<file path="src/rtl/cfa_pkg.sv">
package cfa_pkg;

  // Sequencer states of the allocator.
  typedef enum logic [2:0] {
    ST_IDLE,
    ST_DECODE,
    ST_OP_UPD,
    ST_SW_RD,
    ST_SW_CHK
  } state_e;

  // Command codes.
  localparam logic [1:0] CMD_ALLOC = 2'd0;
  localparam logic [1:0] CMD_PIN   = 2'd1;
  localparam logic [1:0] CMD_UNPIN = 2'd2;
  localparam logic [1:0] CMD_REF   = 2'd3;

  // Status codes.
  localparam logic [1:0] STATUS_OK       = 2'd0;
  localparam logic [1:0] STATUS_NO_FRAME = 2'd1;
  localparam logic [1:0] STATUS_BAD      = 2'd2;

  // Fixed field widths.
  localparam int unsigned CMD_W   = 2;
  localparam int unsigned FRAME_W = 6;
  localparam int unsigned CFG_W   = 7;
  localparam int unsigned STAT_W  = 2;

  // Value of the frame count register after reset.
  localparam logic [CFG_W-1:0] CFG_RESET = 7'd64;

endpackage

</file>
<file path="src/rtl/cfa_ram.sv">
module cfa_ram #(
  parameter int unsigned WIDTH = 9,
  parameter int unsigned DEPTH = 64
) (
  input  logic                     clk_i,
  input  logic                     we_i,
  input  logic [$clog2(DEPTH)-1:0] waddr_i,
  input  logic [WIDTH-1:0]         wdata_i,
  input  logic [$clog2(DEPTH)-1:0] raddr_i,
  output logic [WIDTH-1:0]         rdata_o
);

  logic [WIDTH-1:0] mem_q [DEPTH];
  logic [WIDTH-1:0] rdata_q;

  always_ff @(posedge clk_i) begin
    if (we_i) begin
      mem_q[waddr_i] <= wdata_i;
    end
    rdata_q <= mem_q[raddr_i];
  end

  assign rdata_o = rdata_q;

endmodule

</file>
<file path="src/rtl/clock_frame_allocator.sv">
// Frame allocator for a page cache with clock (second-chance) replacement.
// Commands enter on start/cmd_i/frame_i and are taken at a clock edge where
// start is high and busy is low. Each command gives exactly one result on
// granted_frame_o, from_eviction_o and status_o, valid for the single cycle
// in which done_o is high. The receiver cannot hold results off, and the
// next command may be taken in the cycle that shows the previous result.
// The frame count register is written on cfg_data_i when cfg_valid_i is
// high; cfg_ready_o is always high, and writes belong to idle periods.
// Per-frame reference bits and pin counts live in one single-port-write,
// registered-read RAM, so every frame look-up waits for the registered read.
// A fresh allocate or a rejected frame is settled in the decode state; pin,
// unpin and reference read the entry in decode and write it in the update
// state; an allocate that sweeps reads and then checks each frame in turn,
// and sweeps at most twice the active frame count.
// Reset clears the fill count, the clock hand and the sequencer and sets the
// frame count to 64. The RAM needs no clearing: only frames below the fill
// count are ever read, and each of those was written when handed out.
module clock_frame_allocator #(
  parameter int unsigned FRAMES   = 64,
  parameter int unsigned PIN_BITS = 8
) (
  input  logic                         clk_i,
  input  logic                         rst_ni,
  input  logic                         start,
  output logic                         busy,
  input  logic [cfa_pkg::CMD_W-1:0]    cmd_i,
  input  logic [cfa_pkg::FRAME_W-1:0]  frame_i,
  output logic                         done_o,
  output logic [cfa_pkg::FRAME_W-1:0]  granted_frame_o,
  output logic                         from_eviction_o,
  output logic [cfa_pkg::STAT_W-1:0]   status_o,
  input  logic                         cfg_valid_i,
  output logic                         cfg_ready_o,
  input  logic [cfa_pkg::CFG_W-1:0]    cfg_data_i
);

  import cfa_pkg::*;

  localparam int unsigned IDX_W   = $clog2(FRAMES);
  localparam int unsigned CNT_W   = $clog2(FRAMES + 1);
  localparam int unsigned CMP_W   = (CNT_W > CFG_W) ? CNT_W : CFG_W;
  localparam int unsigned STEP_W  = CMP_W + 1;
  localparam int unsigned ENTRY_W = PIN_BITS + 1;

  localparam logic [CMP_W-1:0]    FRAMES_C = CMP_W'(FRAMES);
  localparam logic [PIN_BITS-1:0] PIN_MAX  = {PIN_BITS{1'b1}};
  localparam logic [PIN_BITS-1:0] PIN_ONE  = PIN_BITS'(1);

  state_e               state_q, state_d;
  logic [CFG_W-1:0]     cfg_q;
  logic [CNT_W-1:0]     fill_q, fill_d;
  logic [IDX_W-1:0]     hand_q, hand_d;
  logic [STEP_W-1:0]    steps_q, steps_d;
  logic [CMD_W-1:0]     cmd_q, cmd_d;
  logic [FRAME_W-1:0]   frame_q, frame_d;
  logic                 done_q, done_d;
  logic [FRAME_W-1:0]   granted_q, granted_d;
  logic                 evict_q, evict_d;
  logic [STAT_W-1:0]    status_q, status_d;

  logic                 ram_we;
  logic [IDX_W-1:0]     ram_waddr, ram_raddr;
  logic [ENTRY_W-1:0]   ram_wdata, ram_rdata;

  logic [CMP_W-1:0]     cfg_ext, n_ext, fill_ext, hand_ext, frame_ext, hand_inc;
  logic [STEP_W-1:0]    two_n;
  logic                 accept, is_alloc, fresh, bad_frame, frame_free, last_step;
  logic                 rd_ref;
  logic [PIN_BITS-1:0]  rd_pin;
  logic [IDX_W-1:0]     frame_idx, hand_next;

  assign accept      = start && !busy;
  assign busy        = (state_q != ST_IDLE);
  assign cfg_ready_o = 1'b1;

  // Active frame count, limited to 1..FRAMES.
  assign cfg_ext  = CMP_W'(cfg_q);
  always_comb begin
    if (cfg_ext == '0) begin
      n_ext = CMP_W'(1);
    end else if (cfg_ext > FRAMES_C) begin
      n_ext = FRAMES_C;
    end else begin
      n_ext = cfg_ext;
    end
  end

  assign two_n      = {n_ext, 1'b0};
  assign fill_ext   = CMP_W'(fill_q);
  assign hand_ext   = CMP_W'(hand_q);
  assign frame_ext  = CMP_W'(frame_q);
  assign frame_idx  = IDX_W'(frame_ext);
  assign hand_inc   = hand_ext + CMP_W'(1);
  assign hand_next  = (hand_inc >= n_ext) ? '0 : IDX_W'(hand_inc);

  assign is_alloc   = (cmd_q == CMD_ALLOC);
  assign fresh      = (fill_ext < n_ext);
  assign bad_frame  = (frame_ext >= n_ext) || (frame_ext >= fill_ext);

  assign rd_ref     = ram_rdata[PIN_BITS];
  assign rd_pin     = ram_rdata[PIN_BITS-1:0];
  assign frame_free = !rd_ref && (rd_pin == '0);
  assign last_step  = ((steps_q + STEP_W'(1)) == two_n);

  // Next state.
  always_comb begin
    state_d = state_q;
    unique case (state_q)
      ST_IDLE: begin
        if (accept) begin
          state_d = ST_DECODE;
        end
      end
      ST_DECODE: begin
        if (is_alloc) begin
          state_d = fresh ? ST_IDLE : ST_SW_RD;
        end else begin
          state_d = bad_frame ? ST_IDLE : ST_OP_UPD;
        end
      end
      ST_OP_UPD: state_d = ST_IDLE;
      ST_SW_RD:  state_d = ST_SW_CHK;
      ST_SW_CHK: begin
        if (frame_free || last_step) begin
          state_d = ST_IDLE;
        end else begin
          state_d = ST_SW_RD;
        end
      end
      default: state_d = ST_IDLE;
    endcase
  end

  // Datapath and RAM control.
  always_comb begin
    fill_d    = fill_q;
    hand_d    = hand_q;
    steps_d   = steps_q;
    cmd_d     = cmd_q;
    frame_d   = frame_q;
    done_d    = 1'b0;
    granted_d = granted_q;
    evict_d   = evict_q;
    status_d  = status_q;
    ram_we    = 1'b0;
    ram_waddr = hand_q;
    ram_wdata = {1'b0, PIN_ONE};
    ram_raddr = (state_q == ST_DECODE) ? frame_idx : hand_q;

    unique case (state_q)
      ST_IDLE: begin
        if (accept) begin
          cmd_d   = cmd_i;
          frame_d = frame_i;
        end
      end
      ST_DECODE: begin
        if (is_alloc) begin
          if (fresh) begin
            ram_we    = 1'b1;
            ram_waddr = IDX_W'(fill_ext);
            ram_wdata = {1'b0, PIN_ONE};
            fill_d    = fill_q + CNT_W'(1);
            done_d    = 1'b1;
            granted_d = FRAME_W'(fill_ext);
            evict_d   = 1'b0;
            status_d  = STATUS_OK;
          end else begin
            // A hand left beyond a shrunken frame count restarts at zero.
            if (hand_ext >= n_ext) begin
              hand_d = '0;
            end
            steps_d = '0;
          end
        end else if (bad_frame) begin
          done_d    = 1'b1;
          granted_d = frame_q;
          evict_d   = 1'b0;
          status_d  = STATUS_BAD;
        end
      end
      ST_OP_UPD: begin
        ram_we    = 1'b1;
        ram_waddr = frame_idx;
        ram_wdata = ram_rdata;
        done_d    = 1'b1;
        granted_d = frame_q;
        evict_d   = 1'b0;
        status_d  = STATUS_OK;
        unique case (cmd_q)
          CMD_PIN: begin
            if (rd_pin != PIN_MAX) begin
              ram_wdata = {rd_ref, rd_pin + PIN_ONE};
            end
          end
          CMD_UNPIN: begin
            if (rd_pin == '0) begin
              status_d = STATUS_BAD;
            end else begin
              ram_wdata = {rd_ref, rd_pin - PIN_ONE};
            end
          end
          CMD_REF: ram_wdata = {1'b1, rd_pin};
          default: ram_we = 1'b0;
        endcase
      end
      ST_SW_RD: begin
      end
      ST_SW_CHK: begin
        ram_we    = 1'b1;
        ram_waddr = hand_q;
        hand_d    = hand_next;
        if (frame_free) begin
          ram_wdata = {1'b0, PIN_ONE};
          done_d    = 1'b1;
          granted_d = FRAME_W'(hand_ext);
          evict_d   = 1'b1;
          status_d  = STATUS_OK;
        end else begin
          // Second chance: clear the reference bit and move on.
          ram_wdata = {1'b0, rd_pin};
          steps_d   = steps_q + STEP_W'(1);
          if (last_step) begin
            done_d    = 1'b1;
            granted_d = '0;
            evict_d   = 1'b0;
            status_d  = STATUS_NO_FRAME;
          end
        end
      end
      default: begin
      end
    endcase
  end

  always_ff @(posedge clk_i or negedge rst_ni) begin
    if (!rst_ni) begin
      state_q <= ST_IDLE;
      cfg_q   <= CFG_RESET;
      fill_q  <= '0;
      hand_q  <= '0;
      steps_q <= '0;
      done_q  <= 1'b0;
    end else begin
      state_q <= state_d;
      if (cfg_valid_i && cfg_ready_o) begin
        cfg_q <= cfg_data_i;
      end
      fill_q  <= fill_d;
      hand_q  <= hand_d;
      steps_q <= steps_d;
      done_q  <= done_d;
    end
  end

  always_ff @(posedge clk_i) begin
    cmd_q     <= cmd_d;
    frame_q   <= frame_d;
    granted_q <= granted_d;
    evict_q   <= evict_d;
    status_q  <= status_d;
  end

  cfa_ram #(
    .WIDTH (ENTRY_W),
    .DEPTH (FRAMES)
  ) u_frame_ram (
    .clk_i   (clk_i),
    .we_i    (ram_we),
    .waddr_i (ram_waddr),
    .wdata_i (ram_wdata),
    .raddr_i (ram_raddr),
    .rdata_o (ram_rdata)
  );

  assign done_o          = done_q;
  assign granted_frame_o = granted_q;
  assign from_eviction_o = evict_q;
  assign status_o        = status_q;

  // A result always closes the command: the sequencer is back in idle.
  a_done_idle: assert property (@(posedge clk_i) disable iff (!rst_ni)
    done_q |-> (state_q == ST_IDLE))
    else $error("result strobe while sequencer busy");

  // A taken command keeps the block busy in the following cycle.
  a_accept_busy: assert property (@(posedge clk_i) disable iff (!rst_ni)
    accept |=> busy)
    else $error("command taken but block not busy");

  // A failed allocation reports frame zero and no eviction.
  a_fail_result: assert property (@(posedge clk_i) disable iff (!rst_ni)
    (done_q && (status_q == STATUS_NO_FRAME)) |-> ((granted_q == '0) && !evict_q))
    else $error("failed allocation with nonzero frame or eviction");

  // The fill count never passes the number of frames.
  a_fill_range: assert property (@(posedge clk_i) disable iff (!rst_ni)
    (CMP_W'(fill_q) <= FRAMES_C))
    else $error("fill count beyond frame count");

  // While sweeping, the hand stays inside the active frames.
  a_hand_range: assert property (@(posedge clk_i) disable iff (!rst_ni)
    (state_q == ST_SW_CHK) |-> (hand_ext < n_ext))
    else $error("clock hand outside active frames");

endmodule
</file>
<file path="config.mk">
export PLATFORM = sky130hd
export DESIGN_NAME = clock_frame_allocator
export DESIGN_NICKNAME = d
export VERILOG_FILES = /design/src/rtl/cfa_pkg.sv /design/src/rtl/cfa_ram.sv /design/src/rtl/clock_frame_allocator.sv
export SDC_FILE = /design/constraint.sdc
export NUM_CORES = 1
export LEC_CHECK = 0
export BUFFER_PORTS_ARGS = -buffer_cell sky130_fd_sc_hd__buf_2
export CORE_ASPECT_RATIO = 0.7
export CORE_UTILIZATION = 40
export DETAILED_ROUTE_END_ITERATION = 16
export SETUP_SLACK_MARGIN = 0.5
export SYNTH_ARGS = -nofsm -noshare
export SYNTH_HDL_FRONTEND = slang
export SYNTH_SLANG_ARGS = --single-unit
</file>
<file path="constraint.sdc">
create_clock -name clk_i -period 7.31 [get_ports clk_i]
set_clock_uncertainty 0.15 [all_clocks]
set_input_delay 0.3655 -clock clk_i [delete_from_list [all_inputs] [get_ports clk_i]]
set_output_delay 0.3655 -clock clk_i [all_outputs]
set_load 0.01 [all_outputs]
</file>
==> summary.txt, run 1 <==
Run status
  – Status: finished, final reports clean

Power
  – Peak supply drop: between 0.2 and 0.3 mV
  – Gate power share: around 29%
  – Pint: approximately 0.007 W
  – Clock Power Share: 30.1%
  – Power Density: 356 mW/mm^2
  – Power Total: around 0.011 W
  – Flop pwr share: approximately two fifths
  – Switching share of power: between 30% and 40%
  – Pleak: between 10 and 15 nW
  – Sw Pwr: 0.00376 W

Yosys
  – Post-synthesis cell count: between 2,000 and 2,500
  – Synth top area cells: edfxtp_1 (66%), nand2_1 (7.2%), nand3_1 (3.2%), dfrtp_1 (2.9%), mux2i_1 (2.9%)
  – Post-Syn Nets: between 2,000 and 2,500
  – Area leader, netlist: edfxtp_1
  – Fraction of registers with async set/reset: between 5 and 6%
  – Multiplexer share of the synthesized area: between 3 and 4%
  – Number of enable flip-flop cells after synthesis: roughly 590
  – Commonest register cell after synthesis: edfxtp_1
  – Synth Area in Compound Gates: about 6.7%
  – Largest family of logic cells by synthesized area: simple AND/OR/NAND/NOR gates
  – Synth Area in Simple Gates: approximately 16%
  – Top cell type's share of synthesized area: 66.4%
  – Yosys reg bits: ~630
  – Post-Synth XOR/XNOR Area: less than 1%
  – YS warnings: 0
  – Seq/Total Area, Yosys: between 70% and 80%
  – Avg Inst Size Synth: roughly 13 sq um
  – Adder-Cell Fraction of Synth Area: around 1.7%
  – Syn Std Cell Area: approximately 0.027 sq mm
  – Yosys cell types: 78

Global routing
  – Global Route Usage Sum: between 20% and 30%
  – Vias in the first global route: ~17,000
  – Antenna violations before repair: 2
  – Largest net degree at the start of global routing: 145
  – Gr ovfl total: 0
  – First-pass GRT wire length: about 110 mm

Worst setup path
  – Crit path arrival time: 5.43 ns
  – Critical Path Source Type: flop
  – Worst EP required: about 7.4 ns
  – WS Path Type: flop to flop
  – Crit end category: flop
  – Crit path max fanout: 12

Route
  – DRT Pass-1 Iters: 8
  – DRC viols: 0
  – Wire per inst: between 20 and 25 um
  – Antenna Nets Post-Route: 0
  – Total number of vias: 17,849
  – Via density: 5.81
  – Total wire length: 75.5 mm
  – Initial DRC Count: roughly 2,400

STA
  – Max Clock Freq: around 0.19 GHz
  – Max-slew headroom: 7.44%
  – Worst Max-Slew Pin Slew: 1.38 ns
  – Unrepaired setup endpoints after global routing: false
  – Clock period minus final worst setup slack: ~5.3 ns
  – Setup_tns: 0 ns
  – WHS: between 0.2 and 0.25 ns
  – Setup Viol. Count Final: 0
  – Slew Viols, Final: 0
  – Final Cycle Share: between 70 and 80%
  – Final WS setup: ~2.0 ns
  – Hold Violations, Final: 0

Clocking
  – CTS resizes: 0
  – CTS tree: done
  – Clk sink count: 634
  – CTS H-tree depth: 2
  – Skew-Pair Late Insertion Delay: between 0.6 and 0.7 ns
  – CTS buffer count: 60
  – CTS clock-pin slew for the worst setup and hold paths: around 0.070 ns
  – Longest Clk Path Bufs: 3
  – Clock tree root buffer cell: clkbuf_16

Die
  – Row count: a little under 80
  – Core ar.: approximately 0.066 sq mm
  – Starting density of the core: 40.4%
  – Die height: approximately 220 um
  – Die Wd: 312 um
  – Die footprint: roughly 0.068 sq mm
  – # IOs: 31

Min path
  – Hold Crit Class: input pin to async pin

Cells and area
  – Area growth syn-to-layout: 12.9%
  – Final core utilization: a little under half
  – Fraction of layout instances using a drive strength above 1: under 10%
  – Nets: about 2,200
  – # diodes: 0
  – Fillers: ~5,900

Placed design
  – Setup slack at placement: between 2 and 2.5 ns
  – Port Buffer Count: 29
  – Post-DP HPWL: about 47 mm
  – Routability cong.: ~0.92

Job
  – Max-cap check violation count: 0
## worst max-delay path, stage by stage (launching register included)
cell,delay (ns)
dfstp_2,0.64
inv_1,0.21
nand2_1,0.23
ha_1,0.28
a2111o_1,0.42
a21oi_1,0.21
a22o_4,0.23
a21oi_2,0.14
a21oi_1,0.53
nand4bb_1,0.92
nor2_1,0.96
## path summary, 6_finish.rpt
| kind | cells past startpoint | slack (ns) | end | start |
|---|---|---|---|---|
| hold / removal | 2 | 0.21 | cfg_ext[4]$_DFFE_PN0P_ | rst_ni |
| setup reg to reg | 10 | 1.99 | u_frame_ram.mem_q[10][5]$_DFFE_PP_ | cfg_ext[6]$_DFFE_PN1P_ |
| hold reg to reg | 1 | 0.39 | fill_ext[6]$_DFFE_PN0N_ | fill_ext[6]$_DFFE_PN0N_ |
| max in group asynchronous | 2 | 6.29 | fill_ext[4]$_DFFE_PN0N_ | rst_ni |
| min in group clk_i | 2 | 0.29 | cmd_q[0]$_DFFE_PP_ | cmd_i[0] |
| setup / recovery | 10 | 1.99 | u_frame_ram.mem_q[10][5]$_DFFE_PP_ | cfg_ext[6]$_DFFE_PN1P_ |
## sequential cells by signal, indices dropped and copies added, names as in the netlist, 2 cells and up
| register | cells |
|---|---|
| status_o | 2 |
| granted_frame_o | 6 |
| u_frame_ram.rdata_o | 9 |
| cfg_ext | 7 |
| fill_ext | 7 |
| steps_q | 8 |
| state_q | 3 |
| cmd_q | 2 |
| u_frame_ram.mem_q | 576 |
| frame_idx | 6 |
| hand_q | 6 |
## cell families after synthesis
logic type,Yosys count
AOI/OAI and AO/OA,246
xor gates and xnor gates,17
adders and majority gates,36
buffers and inverters,141
DFF,634
muxes,86
other,1
and+or+nand+nor,933
## cells in the final DEF (no fill, tap or decap), drive strengths merged, types with 7 or more instances in the layout
cell type	count
mux2i	77
dfxtp	9
nand2b	8
nand3	171
dfrtp	31
mux2	9
and3	13
a21oi	23
or3	7
nand4	61
clkinv	21
nand3b	9
buf	60
xnor2	12
nor2	103
a21o	7
o21ai	38
inv	30
a222oi	17
nand2	511
a22o	10
a32oi	38
clkbuf	76
dlygate4sd3	27
ha	36
and4	10
nor3	12
bufinv	9
edfxtp	593
a31oi	57
## power by group through the flow
stage	Sequential [W]	Clock [W]	Combinational, W
after global placement	0.00449	0	0.00303
after CTS	0.00441	0.00329	0.00308
after global routing	0.00443	0.00342	0.00336
final	0.00442	0.00325	0.00312
after detailed placement	0.00449	0	0.00306
after floorplan	0.00443	0	0.00199
## layout make-up
class	count	area (sq um)	share of cell area, %
tap	891	1110	3.68
clock inverter	36	439	1.45
sequential	634	18800	62.0
inverter	27	101	0.335
multi-input combinational	1319	7570	25.0
clock buffer	76	1590	5.26
timing repair buffer	87	673	2.22
## cells in the mapped netlist (7+ instances only)
master / count
edfxtp_1: 593
nand2_1: 511
nand3_1: 171
nor2_1: 94
mux2i_1: 77
clkbuf_1: 75
nand4_1: 61
a31oi_1: 57
a32oi_1: 38
ha_1: 36
o21ai_0: 35
buf_2: 31
dfrtp_1: 31
inv_1: 26
a21oi_1: 22
a222oi_1: 17
and3_1: 13
xnor2_1: 12
nor3_1: 11
and4_1: 10
dfxtp_1: 9
mux2_2: 9
nand3b_1: 9
nor2_2: 9
a22o_1: 8
nand2b_1: 8
a21o_1: 7
or3_1: 7
## per-stage QoR
stage                     instance area, sq um  instances
after floorplan                          26800       2094
after CTS                                30300       3070
after detailed placement                 28000       2931
after global routing                     30300       3070
after global placement                   28000       2931
final                                    30300       3070
## timing repair
item                      in CTS  in global routing
hold endpoints to repair      47                  0
hold buffers                  27                  0
buffers inserted               0                  0
## routing by layer
metal | vias up | part of all wire (%) | global-route usage [%]
met1 | 8923 | 46 | 34.0
met4 | 2 | 1.8 | 5.07
met2 | 901 | 41 | 30.7
met5 | - | 0.017 | 0
li1 | 7924 | - | -
met3 | 99 | 11 | 5.38
Note: power is estimated with default switching activity, not from simulation.
==> run 2: changes to the inputs <==
Clock period 7.31 ns to 4.75 ns, I/O delays scaled along.
==> run 2 against run 1 <==
- sequential power increased by 54%
- critical endpoint is now u_frame_ram.mem_q[55][2]$_DFFE_PP_
- fmax increased by 28%
- die area unchanged
- register-to-register slack got worse by 1.4 ns
==> summary.txt, run 2 (synthesized netlist as in run 1, its figures left out) <==
Run status
  – Status: finished, final reports clean

Global routing
  – Largest net degree at the start of global routing: 131
  – First-pass GRT wire length: 113 mm
  – Global Route Usage Sum: 22.4%
  – Gr ovfl total: 0
  – Vias in the first global route: between 15,000 and 20,000
  – Antenna violations before repair: 3

STA
  – Final WS setup: around 0.58 ns
  – Max Clock Freq: 0.240 GHz
  – Max-slew headroom: a little over a quarter
  – Setup Viol. Count Final: 0
  – Slew Viols, Final: 0
  – Setup_tns: 0 ns
  – Hold Violations, Final: 0
  – Clock period minus final worst setup slack: 4.17 ns
  – Unrepaired setup endpoints after global routing: false
  – Final Cycle Share: roughly 88%
  – Worst Max-Slew Pin Slew: approximately 1.1 ns

Cells and area
  – Commonest non-fill, non-tap cell in the layout: edfxtp_1
  – Largest register FFs: around 580
  – Fin cells: ~3,200
  – Largest Register: u_frame_ram.mem_q
  – Commonest non-fill, non-tap cells in the layout: edfxtp_1 (593), nand2_1 (510), nand3_1 (171), buf_4 (111), nor2_1 (89)
  – Nets: approximately 2,300
  – Fraction of layout instances using a drive strength above 1: between 10% and 20%
  – Area growth syn-to-layout: 15.3%

Worst setup path
  – End of the critical path: u_frame_ram.mem_q[55][2]$_DFFE_PP_
  – Crit. Startpoint: cfg_ext[6]$_DFFE_PN1P_
  – R2r worst-path depth: 12
  – Reg-to-reg setup timing slack: around 0.58 ns
  – Critical Path Source Type: flop
  – Crit path arrival time: approximately 4.4 ns
  – CP max-delay cell: dfstp_2
  – Most frequent CP cell: buf_4
  – Worst EP required: 4.94 ns
  – Crit path max fanout: 10
  – Worst-path cell chain: clkinvlp_4, buf_4, nand2_1, ha_1, o21a_1, a21oi_2, a22o_4, a221oi_1, a31oi_2, nand3_1, nor3_1, buf_4
  – Worst path max stage delay: around 0.63 ns
  – WS Path Type: flop to flop
  – RR Endpoint: u_frame_ram.mem_q[55][2]$_DFFE_PP_
  – Crit end category: flop
  – RR Startpoint: cfg_ext[6]$_DFFE_PN1P_

Route
  – Via density: a little under 6
  – Initial DRC Count: roughly 2,600
  – Antenna Nets Post-Route: 0
  – Total wire length: 76.8 mm
  – Total number of vias: about 18,000
  – Wire per inst: between 20 and 25 um
  – DRT Pass-1 Iters: 6
  – DRC viols: 0

Clocking
  – Longest Clk Path Bufs: 3
  – CTS tree: done
  – CTS clock-pin slew for the worst setup and hold paths: approximately 0.07 ns
  – Clk sink count: approximately 630
  – CTS buffer count: 58
  – Clock tree root buffer cell: clkbuf_16
  – CTS H-tree depth: 2
  – Skew-Pair Late Insertion Delay: 0.64 ns

Die
  – Die footprint: 0.0681 sq mm
  – Core ar.: 0.0664 sq mm
  – # IOs: 31
  – Starting density of the core: around 40%
  – Row count: 79
  – Die Wd: 312 um
  – Die height: ~220 um

Placed design
  – Cell count after placement: ~3,000
  – Setup slack at placement: 0.335 ns
  – Routability cong.: around 1.0
  – Port Buffer Count: 29
  – Post-DP HPWL: roughly 50 mm

Job
  – Max-cap check violation count: 0

Power
  – Pleak: ~11 nW
  – Power Density: approximately 540 mW/mm^2
  – Peak supply drop: 0.389 mV

Min path
  – Hold Crit Class: input pin to async pin
-- run 2: cell count changes in the layout (fill, tap and decap cells not counted), sizes merged, moves of 2 or more --
cell / before / now
clkinvlp: 3 / 5
bufinv: 9 / 4
clkbuf: 76 / 72
buf: 60 / 150
-- run 2: routing by layer --
layer / routed length [um] / vias up / track usage, %
met5: 0 / - / 0
met1: 34700 / 9144 / 33.7
met2: 32100 / 932 / 32.0
met3: 8220 / 135 / 5.65
met4: 1750 / 0 / 5.47
li1: - / 8093 / -
-- run 2: worst max-delay path: cells and delay by family, from the launching register on --
family / cells / cell delay [ns]
buf+inv: 3 / 0.60
fa+ha+maj: 1 / 0.27
flops: 1 / 0.63
compound gates: 5 / 1.26
simple gates: 3 / 0.95
-- run 2: through the flow --
stage | area, sq um | hold WS, ns | util, % | total power [W]
after global placement | 28700 | 0.207 | 43.2 | 0.0119
after floorplan | 26800 | -0.208 | - | 0.00989
after CTS | 30800 | 0.0785 | 46.4 | 0.0165
after global routing | 30900 | 0.159 | 46.6 | 0.0172
final | 30900 | 0.0799 | 46.6 | 0.0166
after detailed placement | 28700 | 0.217 | 43.2 | 0.0119
-- run 2: worst min path at each step --
stage,end,depth (start not counted)
floorplan,cfg_ext[0]$_DFFE_PN0P_,0
global placement,steps_q[5]$_DFFE_PN0P_,1
detailed placement,steps_q[5]$_DFFE_PN0P_,1
CTS,steps_q[7]$_DFFE_PN0P_,2
global route,steps_q[7]$_DFFE_PN0P_,2
finish,cfg_ext[4]$_DFFE_PN0P_,2
-- run 2: power by group --
part,total [W],switching [W],internal [W]
logic,0.00521,0.00365,0.00156
clock network,0.00456,0.00206,0.00250
registers,0.00680,0.000242,0.00656
-- run 2: what timing repair did --
item                                    CTS  global route
endpoints found under the setup margin   90           430
resized for setup                        10             9
pin swaps                                 0             1
hold buffers                             27             0
cloned                                    0             1
buffers inserted                          0             7
hold endpoints to repair                 56             0
-- run 2: cell type report --
class / instances / area (sq um)
inverter: 27 / 105
sequential: 634 / 18800
antenna: 1 / 2.50
clock inverter: 32 / 290
tap: 891 / 1110
clock buffer: 72 / 1530
fill: 5865 / 35500
timing repair buffer: 177 / 1450
multi-input combinational: 1320 / 7660
